### config.mk
export PLATFORM = sky130hd
export DESIGN_NAME = block_rms_level_meter
export DESIGN_NICKNAME = d
export VERILOG_FILES = /design/src/design/rlm_pkg.sv /design/src/design/rlm_accum.sv /design/src/design/rlm_divsqrt.sv /design/src/design/block_rms_level_meter.sv
export SDC_FILE = /design/constraint.sdc
export NUM_CORES = 2
export LEC_CHECK = 0
export BUFFER_PORTS_ARGS = -buffer_cell sky130_fd_sc_hd__buf_2
export CORE_UTILIZATION = 45
export CTS_CLUSTER_SIZE = 28
export DETAILED_ROUTE_END_ITERATION = 8
export PLACE_DENSITY_LB_ADDON = 0.08
export SLEW_MARGIN = 20
export SYNTH_ARGS = -nofsm -noshare
export SYNTH_HDL_FRONTEND = slang
export SYNTH_SLANG_ARGS = --single-unit
export TNS_END_PERCENT = 30
### constraint.sdc
create_clock -name clock -period 16.2 [get_ports clock]
set_input_delay 0 -clock clock [delete_from_list [all_inputs] [get_ports clock]]
set_output_delay 0 -clock clock [all_outputs]
set_load 0.03 [all_outputs]
### src/design/rlm_pkg.sv
package rlm_pkg;

   // Sample and accumulator widths
   localparam int SAMPLE_W = 32;
   localparam int PROD_W   = 2 * SAMPLE_W;
   localparam int SCALE_SH = 16;
   localparam int SUM_W    = 57;

   // Mean fits in 48 bits (at most 2^46), its root in 24 bits
   localparam int MEAN_W   = 48;
   localparam int ROOT_W   = MEAN_W / 2;
   localparam int SUB_W    = ROOT_W + 2;
   localparam int ITER_W   = 6;

   // Result formats
   localparam int RMS_W    = 16;
   localparam int BAR_W    = 6;
   localparam int RATIO_SH = 7;
   localparam logic [BAR_W-1:0] BAR_FULL = 6'd50;

   typedef struct packed {
      logic signed [SAMPLE_W-1:0] sample;
      logic                       last;
   } req_type;

   typedef struct packed {
      logic [RMS_W-1:0] rms_level;
      logic [BAR_W-1:0] bar_level;
      logic             overflow;
   } rsp_type;

   // Sequencer strobes to the accumulator
   typedef struct packed {
      logic take;
      logic mul;
      logic add;
      logic clear;
   } acc_ctl_type;

endpackage

### src/design/rlm_accum.sv
module rlm_accum #(
   parameter int MAX_SAMPLES = 1024,
   parameter int CNT_W       = 11
) (
   input  logic                               clock,
   input  logic                               reset,
   input  rlm_pkg::acc_ctl_type               ctl,
   input  logic signed [rlm_pkg::SAMPLE_W-1:0] sample,
   output logic [rlm_pkg::SUM_W-1:0]          sum,
   output logic [CNT_W-1:0]                   count,
   output logic                               overflow_seen
);

   logic [rlm_pkg::SAMPLE_W-1:0] raw;
   logic [rlm_pkg::SAMPLE_W-1:0] mag_in;
   logic [rlm_pkg::SAMPLE_W-1:0] mag_ff;
   logic                         skip_in;
   logic                         skip_ff;
   logic [rlm_pkg::PROD_W-1:0]   prod_in;
   logic [rlm_pkg::PROD_W-1:0]   prod_ff;
   logic [rlm_pkg::SUM_W-1:0]    sum_in;
   logic [rlm_pkg::SUM_W-1:0]    sum_ff;
   logic [CNT_W-1:0]             count_in;
   logic [CNT_W-1:0]             count_ff;
   logic                         ovf_in;
   logic                         ovf_ff;

   // Take magnitude; drop the sample once the block is full
   assign raw     = sample;
   assign mag_in  = raw[rlm_pkg::SAMPLE_W-1] ? (~raw + 1'b1) : raw;
   assign skip_in = (count_ff == CNT_W'(MAX_SAMPLES));

   // Square the magnitude
   assign prod_in = mag_ff * mag_ff;

   always_ff @(posedge clock) begin
      if (ctl.take) begin
         mag_ff  <= mag_in;
         skip_ff <= skip_in;
      end
      if (ctl.mul) begin
         prod_ff <= prod_in;
      end
   end

   // Accumulate the scaled square and count the sample
   always_comb begin
      sum_in   = sum_ff;
      count_in = count_ff;
      ovf_in   = ovf_ff;
      if (ctl.clear) begin
         sum_in   = '0;
         count_in = '0;
         ovf_in   = 1'b0;
      end else begin
         if (ctl.take && skip_in) begin
            ovf_in = 1'b1;
         end
         if (ctl.add && !skip_ff) begin
            sum_in   = sum_ff + rlm_pkg::SUM_W'(prod_ff[rlm_pkg::PROD_W-1:rlm_pkg::SCALE_SH]);
            count_in = count_ff + 1'b1;
         end
      end
   end

   always_ff @(posedge clock) begin
      if (reset) begin
         sum_ff   <= '0;
         count_ff <= '0;
         ovf_ff   <= 1'b0;
      end else begin
         sum_ff   <= sum_in;
         count_ff <= count_in;
         ovf_ff   <= ovf_in;
      end
   end

   assign sum           = sum_ff;
   assign count         = count_ff;
   assign overflow_seen = ovf_ff;

endmodule

### src/design/rlm_divsqrt.sv
module rlm_divsqrt #(
   parameter int CNT_W = 11
) (
   input  logic                         clock,
   input  logic                         reset,
   input  logic                         start,
   input  logic [rlm_pkg::SUM_W-1:0]    dividend,
   input  logic [CNT_W-1:0]             divisor,
   output logic                         busy,
   output logic [rlm_pkg::ROOT_W-1:0]   root
);

   typedef enum logic [2:0] {
      U_IDLE = 3'b001,
      U_DIV  = 3'b010,
      U_SQRT = 3'b100
   } unit_state_type;

   unit_state_type               state_ff;
   unit_state_type               state_in;
   logic [rlm_pkg::SUM_W-1:0]    work_ff;
   logic [rlm_pkg::SUM_W-1:0]    work_in;
   logic [CNT_W-1:0]             div_ff;
   logic [CNT_W-1:0]             div_in;
   logic [rlm_pkg::SUB_W-1:0]    rem_ff;
   logic [rlm_pkg::SUB_W-1:0]    rem_in;
   logic [rlm_pkg::ROOT_W-1:0]   root_ff;
   logic [rlm_pkg::ROOT_W-1:0]   root_in;
   logic [rlm_pkg::ITER_W-1:0]   iter_ff;
   logic [rlm_pkg::ITER_W-1:0]   iter_in;

   // Shared trial subtractor
   logic [rlm_pkg::SUB_W-1:0]    sub_a;
   logic [rlm_pkg::SUB_W-1:0]    sub_b;
   logic [rlm_pkg::SUB_W:0]      diff;
   logic                         ge;

   assign diff = {1'b0, sub_a} - {1'b0, sub_b};
   assign ge   = ~diff[rlm_pkg::SUB_W];

   // Feed the subtractor: one quotient bit or one root bit per cycle
   always_comb begin
      sub_a = '0;
      sub_b = '0;
      unique case (state_ff)
         U_DIV: begin
            sub_a = {rem_ff[rlm_pkg::SUB_W-2:0], work_ff[rlm_pkg::SUM_W-1]};
            sub_b = rlm_pkg::SUB_W'(div_ff);
         end
         U_SQRT: begin
            sub_a = {rem_ff[rlm_pkg::SUB_W-3:0], work_ff[rlm_pkg::MEAN_W-1 -: 2]};
            sub_b = {root_ff, 2'b01};
         end
         default: begin
            sub_a = '0;
            sub_b = '0;
         end
      endcase
   end

   // Sequence: restoring divide, then digit-by-digit square root
   always_comb begin
      state_in = state_ff;
      work_in  = work_ff;
      div_in   = div_ff;
      rem_in   = rem_ff;
      root_in  = root_ff;
      iter_in  = iter_ff;
      unique case (state_ff)
         U_IDLE: begin
            if (start) begin
               // Zero count reads as a zero mean
               work_in  = (divisor == '0) ? '0 : dividend;
               div_in   = (divisor == '0) ? CNT_W'(1) : divisor;
               rem_in   = '0;
               root_in  = '0;
               iter_in  = rlm_pkg::ITER_W'(rlm_pkg::SUM_W - 1);
               state_in = U_DIV;
            end
         end
         U_DIV: begin
            rem_in  = ge ? diff[rlm_pkg::SUB_W-1:0] : sub_a;
            work_in = {work_ff[rlm_pkg::SUM_W-2:0], ge};
            iter_in = iter_ff - 1'b1;
            if (iter_ff == '0) begin
               rem_in   = '0;
               iter_in  = rlm_pkg::ITER_W'(rlm_pkg::ROOT_W - 1);
               state_in = U_SQRT;
            end
         end
         U_SQRT: begin
            rem_in  = ge ? diff[rlm_pkg::SUB_W-1:0] : sub_a;
            root_in = {root_ff[rlm_pkg::ROOT_W-2:0], ge};
            work_in = {work_ff[rlm_pkg::SUM_W-3:0], 2'b00};
            iter_in = iter_ff - 1'b1;
            if (iter_ff == '0) begin
               state_in = U_IDLE;
            end
         end
         default: begin
            state_in = U_IDLE;
         end
      endcase
   end

   always_ff @(posedge clock) begin
      if (reset) begin
         state_ff <= U_IDLE;
      end else begin
         state_ff <= state_in;
      end
   end

   always_ff @(posedge clock) begin
      work_ff <= work_in;
      div_ff  <= div_in;
      rem_ff  <= rem_in;
      root_ff <= root_in;
      iter_ff <= iter_in;
   end

   assign busy = (state_ff != U_IDLE);
   assign root = root_ff;

endmodule

### src/design/block_rms_level_meter.sv
// Block RMS level meter.
// Input channel req_valid/req_ready/req_data carries one signed 32-bit audio
// sample per item plus a last flag that closes the block. Result channel
// rsp_valid/rsp_ready/rsp_data carries one item per block: RMS in unsigned
// Q0.16 (saturated to 65535), a 0..50 bar level and an overflow flag that
// marks a block longer than MAX_SAMPLES (extra samples are not summed).
// An ordinary sample is accepted, squared in the 32x32 multiplier and added
// into the 57-bit sum. req_ready is low from each accept until the add (for a
// last sample, until the result is loaded), so no new sample enters meanwhile.
// A sample with last set then hands the sum and count to the shared
// shift-subtract unit, which runs the restoring divide (one quotient bit a
// cycle) and then the square root (one root bit a cycle); the sequencer sees
// the unit go idle and scales the root into the result register.
// The result appears on rsp_valid the cycle after that, and the next sample
// may enter then.
// A finished result waits in the output register while the next block is
// accumulated; only a following last sample waits for it to be taken.
// Reset (synchronous, active high) clears the sum, count, overflow flag,
// both sequencers and the result valid.
module block_rms_level_meter #(
   parameter int MAX_SAMPLES = 1024
) (
   input  logic             clock,
   input  logic             reset,
   input  logic             req_valid,
   output logic             req_ready,
   input  rlm_pkg::req_type req_data,
   output logic             rsp_valid,
   input  logic             rsp_ready,
   output rlm_pkg::rsp_type rsp_data
);

   localparam int CNT_W = $clog2(MAX_SAMPLES + 1);
   localparam int R_W   = rlm_pkg::ROOT_W - rlm_pkg::RATIO_SH;
   localparam int BP_W  = R_W + rlm_pkg::BAR_W;
   localparam int BR_W  = BP_W - rlm_pkg::RMS_W;

   typedef enum logic [5:0] {
      S_IDLE  = 6'b000001,
      S_MUL   = 6'b000010,
      S_ACC   = 6'b000100,
      S_START = 6'b001000,
      S_WAIT  = 6'b010000,
      S_BAR   = 6'b100000
   } state_type;

   state_type                    state_ff;
   state_type                    state_in;
   logic                         last_ff;
   logic                         last_in;
   logic                         ovf_hold_ff;
   logic                         ovf_hold_in;
   logic                         rsp_valid_ff;
   logic                         rsp_valid_in;
   rlm_pkg::rsp_type             rsp_ff;
   rlm_pkg::rsp_type             rsp_in;
   logic                         load_rsp;
   logic                         unit_start;
   rlm_pkg::acc_ctl_type         acc_ctl;
   logic [rlm_pkg::SUM_W-1:0]    acc_sum;
   logic [CNT_W-1:0]             acc_count;
   logic                         acc_ovf;
   logic                         unit_busy;
   logic [rlm_pkg::ROOT_W-1:0]   unit_root;
   logic [R_W-1:0]               r_val;
   logic [BP_W-1:0]              bar_prod;
   logic [BR_W-1:0]              bar_raw;

   rlm_accum #(
      .MAX_SAMPLES (MAX_SAMPLES),
      .CNT_W       (CNT_W)
   ) u_accum (
      .clock         (clock),
      .reset         (reset),
      .ctl           (acc_ctl),
      .sample        (req_data.sample),
      .sum           (acc_sum),
      .count         (acc_count),
      .overflow_seen (acc_ovf)
   );

   rlm_divsqrt #(
      .CNT_W (CNT_W)
   ) u_divsqrt (
      .clock    (clock),
      .reset    (reset),
      .start    (unit_start),
      .dividend (acc_sum),
      .divisor  (acc_count),
      .busy     (unit_busy),
      .root     (unit_root)
   );

   assign req_ready = (state_ff == S_IDLE);

   // Sequence one item through square, add and, on last, divide and root
   always_comb begin
      state_in    = state_ff;
      last_in     = last_ff;
      ovf_hold_in = ovf_hold_ff;
      acc_ctl     = '0;
      unit_start  = 1'b0;
      load_rsp    = 1'b0;
      unique case (state_ff)
         S_IDLE: begin
            if (req_valid) begin
               acc_ctl.take = 1'b1;
               last_in      = req_data.last;
               state_in     = S_MUL;
            end
         end
         S_MUL: begin
            acc_ctl.mul = 1'b1;
            state_in    = S_ACC;
         end
         S_ACC: begin
            acc_ctl.add = 1'b1;
            state_in    = last_ff ? S_START : S_IDLE;
         end
         S_START: begin
            unit_start    = 1'b1;
            acc_ctl.clear = 1'b1;
            ovf_hold_in   = acc_ovf;
            state_in      = S_WAIT;
         end
         S_WAIT: begin
            if (!unit_busy) begin
               state_in = S_BAR;
            end
         end
         S_BAR: begin
            // Hold until the previous result has been taken
            if (!rsp_valid_ff || rsp_ready) begin
               load_rsp = 1'b1;
               state_in = S_IDLE;
            end
         end
         default: begin
            state_in = S_IDLE;
         end
      endcase
   end

   // Scale the root into the result formats
   assign r_val    = unit_root[rlm_pkg::ROOT_W-1:rlm_pkg::RATIO_SH];
   assign bar_prod = BP_W'(r_val) * BP_W'(rlm_pkg::BAR_FULL);
   assign bar_raw  = bar_prod[BP_W-1:rlm_pkg::RMS_W];

   always_comb begin
      rsp_in.rms_level = r_val[R_W-1] ? '1 : r_val[rlm_pkg::RMS_W-1:0];
      if (bar_raw > BR_W'(rlm_pkg::BAR_FULL)) begin
         rsp_in.bar_level = rlm_pkg::BAR_FULL;
      end else begin
         rsp_in.bar_level = bar_raw[rlm_pkg::BAR_W-1:0];
      end
      rsp_in.overflow = ovf_hold_ff;
   end

   // Output register valid: set on load, drop when taken
   always_comb begin
      rsp_valid_in = rsp_valid_ff;
      if (load_rsp) begin
         rsp_valid_in = 1'b1;
      end else if (rsp_ready) begin
         rsp_valid_in = 1'b0;
      end
   end

   always_ff @(posedge clock) begin
      if (reset) begin
         state_ff     <= S_IDLE;
         rsp_valid_ff <= 1'b0;
         ovf_hold_ff  <= 1'b0;
         last_ff      <= 1'b0;
      end else begin
         state_ff     <= state_in;
         rsp_valid_ff <= rsp_valid_in;
         ovf_hold_ff  <= ovf_hold_in;
         last_ff      <= last_in;
      end
   end

   always_ff @(posedge clock) begin
      if (load_rsp) begin
         rsp_ff <= rsp_in;
      end
   end

   assign rsp_valid = rsp_valid_ff;
   assign rsp_data  = rsp_ff;

endmodule

==> flow_summary_export.csv <==
group,metric,value,unit
run_status,outcome,"finished with violations",
clock_network,cts_root_buffer,"sky130_fd_sc_hd__clkbuf_16",
synthesis,synth_seq_cells,308,
synthesis,netlist_area,47310,um2
clock_network,cts_setup_buffers,0,
clock_network,tritoncts,"yes",
clock_network,clk_transition_reported_paths,0.06,ns
grt,grt_start_max_net_pins,64,
place,number_of_instances_in_the_placed_design,6254,
clock_network,htreeDepth,2,
sta,tns,0,ns
sta,setup-violations-final,0,
grt,gr-total-overflow,0,
run,timing.max_cap.violations,0,
grt,grt_pass1_wl,200100,um
die,die_width,326.3,um
synthesis,synth_top_cell_by_area,"sky130_fd_sc_hd__fa_1",
grt,grt_pass1_vias,35400,
setup_path,crit_required,16.55,ns
setup_path,start_kind,"flop",
sta,final_min_period_over_clock_period,51.76,%
clock_network,max-clock-path-buffers,3,
place,hpwl,97690,um
drt,via_count,33720,
grt,number_of_antenna_violations_at_the_first_check_in_global_routing,1,
setup_path,timing.critical_path.fanout_max,33,
drt,totalWireLength,126100,um
drt,drt-vias-per-instance,5.280,
drt,avgRoutedWirePerCell,19.75,um
die,die_area,106400,um2
finish,fillerInstances,9906,
sta,drv_slew,0,
sta,timing.final.hold_violations,0,
clock_network,clk_latency_worst_skew_pair,0.64,ns
place,routabilityCongestion,0.9018,
setup_path,setup.worst_path.end_class,"flop",
finish,final_common_cell,"sky130_fd_sc_hd__inv_1",
sta,fmax,0.1193,GHz
finish,finish.utilization,48.97,%
synthesis,synth_edf_count,227,
clock_network,clock-sinks,308,
drt,drtIter0Drc,2011,
synthesis,dominantRegCellSynth,"sky130_fd_sc_hd__edfxtp_1",
drt,drt_first_pass_iters,9,
synthesis,yosys_warnings,0,
clock_network,cts_made_buffers,39,
hold_path,timing.hold.worst.class,"primary input to flop",
sta,final.setup_skew,0.06029,ns
die,rows,118,
synthesis,synthArstFlopShare,0,%
synthesis,yosys-top-cells-area,"sky130_fd_sc_hd__fa_1 (34%), sky130_fd_sc_hd__edfxtp_1 (14%), sky130_fd_sc_hd__ha_1 (11%)",
die,design.core.area,103900,um2
synthesis,synth_top_cell_area_share,34.06,%
sta,final.hold.worst_slack,0.07336,ns
finish,final_cell_mix,"sky130_fd_sc_hd__inv_1 (1145), sky130_fd_sc_hd__fa_1 (805), sky130_fd_sc_hd__nand2_1 (473)",
synthesis,synth.yosys.seq_area_share,17.84,%
finish,fraction_of_final_layout_cells_with_drive_strength_greater_than_1,4.654,%
die,start_util,45.52,%
grt,grt.total_usage,24.14,%
sta,rsz0062_at_grt,"false",
drt,ant_nets,0,
setup_path,critPathArrivalTime,8.74,ns
finish,final_nets,6244,
sta,post-route-min-period,8.385,ns
synthesis,syn_avg_cell_area,9.519,um2
drt,drc_violations,2,
run_status,failing_checks,"DRC",
setup_path,path_class,"flop to flop",
place,io_buffer_count,61,
sta,max_slew.worst_pin.slew,1.082,ns
synthesis,synth_cells,4970,
sta,timing.slew.headroom,27.88,%
synthesis,synth_fp_nets,6239,
die,die_height,326.3,um
die,pin_count,62,
finish,fin_cells,6387,
finish,area.growth.synth_to_final,7.577,%
synthesis,synth_cell_types,90,
## worst paths after layout
kind | from | endpoint | slack (ns) | cells after the start
min reg2reg | u_accum.count[10]$_SDFFE_PP0P_ | u_divsqrt.div_ff[10]$_SDFFCE_PP0P_ | 0.43 | 0
max reg2reg | u_accum.mag_ff[18]$_DFFE_PP_ | u_accum.prod_ff[62]$_DFFE_PP_ | 7.82 | 24
min | req_data[32] | u_accum.mag_ff[28]$_DFFE_PP_ | 0.07 | 3
max | u_accum.mag_ff[18]$_DFFE_PP_ | u_accum.prod_ff[62]$_DFFE_PP_ | 7.82 | 24
## Yosys cell counts (14+ instances only)
library cell,number
sky130_fd_sc_hd__a211oi_1,25
sky130_fd_sc_hd__a21o_1,69
sky130_fd_sc_hd__a21oi_1,213
sky130_fd_sc_hd__a222oi_1,55
sky130_fd_sc_hd__a22o_1,28
sky130_fd_sc_hd__a31o_2,14
sky130_fd_sc_hd__a31oi_1,22
sky130_fd_sc_hd__and2_1,248
sky130_fd_sc_hd__and3_1,35
sky130_fd_sc_hd__clkbuf_1,183
sky130_fd_sc_hd__dfxtp_1,81
sky130_fd_sc_hd__edfxtp_1,227
sky130_fd_sc_hd__fa_1,805
sky130_fd_sc_hd__ha_1,427
sky130_fd_sc_hd__inv_1,1146
sky130_fd_sc_hd__nand2_1,474
sky130_fd_sc_hd__nand2b_1,24
sky130_fd_sc_hd__nand3_1,40
sky130_fd_sc_hd__nand4_1,33
sky130_fd_sc_hd__nor2_1,180
sky130_fd_sc_hd__nor2b_1,26
sky130_fd_sc_hd__nor3_1,31
sky130_fd_sc_hd__o211ai_1,19
sky130_fd_sc_hd__o21a_1,22
sky130_fd_sc_hd__o21ai_0,92
sky130_fd_sc_hd__o21bai_1,21
sky130_fd_sc_hd__o31ai_1,16
sky130_fd_sc_hd__or2_2,22
sky130_fd_sc_hd__or3_1,17
sky130_fd_sc_hd__xnor2_1,123
sky130_fd_sc_hd__xor2_1,63
## through the flow
step	worst slack (ns)	cell area [um2]
2_1_floorplan	8.638	47310
3_3_place_gp	7.791	48960
3_5_place_dp	7.769	48960
4_1_cts	7.737	50890
5_1_grt	7.469	50900
6_report	7.815	50900
## critical path, stage by stage (launching register included)
cell and delay [ns]:
sky130_fd_sc_hd__edfxtp_1 0.32, sky130_fd_sc_hd__buf_4 0.47, sky130_fd_sc_hd__inv_1 0.32, sky130_fd_sc_hd__nor2_1 0.23, sky130_fd_sc_hd__fa_1 0.48, sky130_fd_sc_hd__fa_1 0.52, sky130_fd_sc_hd__inv_1 0.05, sky130_fd_sc_hd__fa_1 0.46
sky130_fd_sc_hd__fa_1 0.51, sky130_fd_sc_hd__inv_1 0.06, sky130_fd_sc_hd__fa_1 0.57, sky130_fd_sc_hd__fa_1 0.44, sky130_fd_sc_hd__fa_1 0.49, sky130_fd_sc_hd__inv_1 0.05, sky130_fd_sc_hd__fa_1 0.57, sky130_fd_sc_hd__inv_1 0.06
sky130_fd_sc_hd__ha_1 0.40, sky130_fd_sc_hd__nand2_1 0.16, sky130_fd_sc_hd__or3_1 0.45, sky130_fd_sc_hd__nor4_1 0.22, sky130_fd_sc_hd__a21boi_1 0.49, sky130_fd_sc_hd__o21ai_1 0.21, sky130_fd_sc_hd__o211ai_1 0.30, sky130_fd_sc_hd__a21oi_1 0.13
sky130_fd_sc_hd__xnor2_1 0.13
## logic make-up (layout without fill, tap and decap cells)
logic type / after synthesis / after routing / share of synthesized area, %
and+or+nand+nor: 1190 / 1190 / 12.31
DFF: 308 / 308 / 17.84
adders and majority gates: 1232 / 1232 / 45.35
xor gates and xnor gates: 186 / 186 / 3.443
AOI/OAI and AO/OA: 696 / 696 / 10.11
buffers and inverters: 1347 / 1383 / 10.71
muxes: 11 / 11 / 0.2380
other: 0 / 1 / 0
## area by class of cell
type                       count  area (um2)  area share, %
sequential                   308        8438          16.58
tap                         1380        1727          3.393
inverter                    1146        4303          8.454
clock inverter                20       262.8         0.5162
clock buffer                  52        1066          2.094
antenna                        1       2.502       0.004917
timing repair buffer         165        1236          2.429
multi-input combinational   3315       33860          66.53
## timing repair
item                                   in CTS  in global routing
hold buffers                               60                  0
endpoints found under the hold margin      45                  0
gates resized for setup                     0                  0
setup endpoints to repair                   0                  0
## routing by layer
metal  wire length, um  global-route usage, %
met5                 0                      0
met1             59020                  34.74
met2             57380                  38.92
met4              3054                  5.920
met3              6675                  2.690
## registers in the layout, indices dropped and copies added (netlist names), 3 cells and up
signal / cells
rsp_data: 23
state_ff: 6
u_accum.count: 11
u_accum.mag_ff: 32
u_accum.prod_ff: 48
u_accum.sum: 57
u_divsqrt.div_ff: 11
u_divsqrt.iter_ff: 6
u_divsqrt.rem_ff: 25
u_divsqrt.root: 24
u_divsqrt.state_ff: 3
u_divsqrt.work_ff: 57
Power is not shown: default switching activity piles up to over one toggle a cycle in this logic, so the estimate is an artifact.
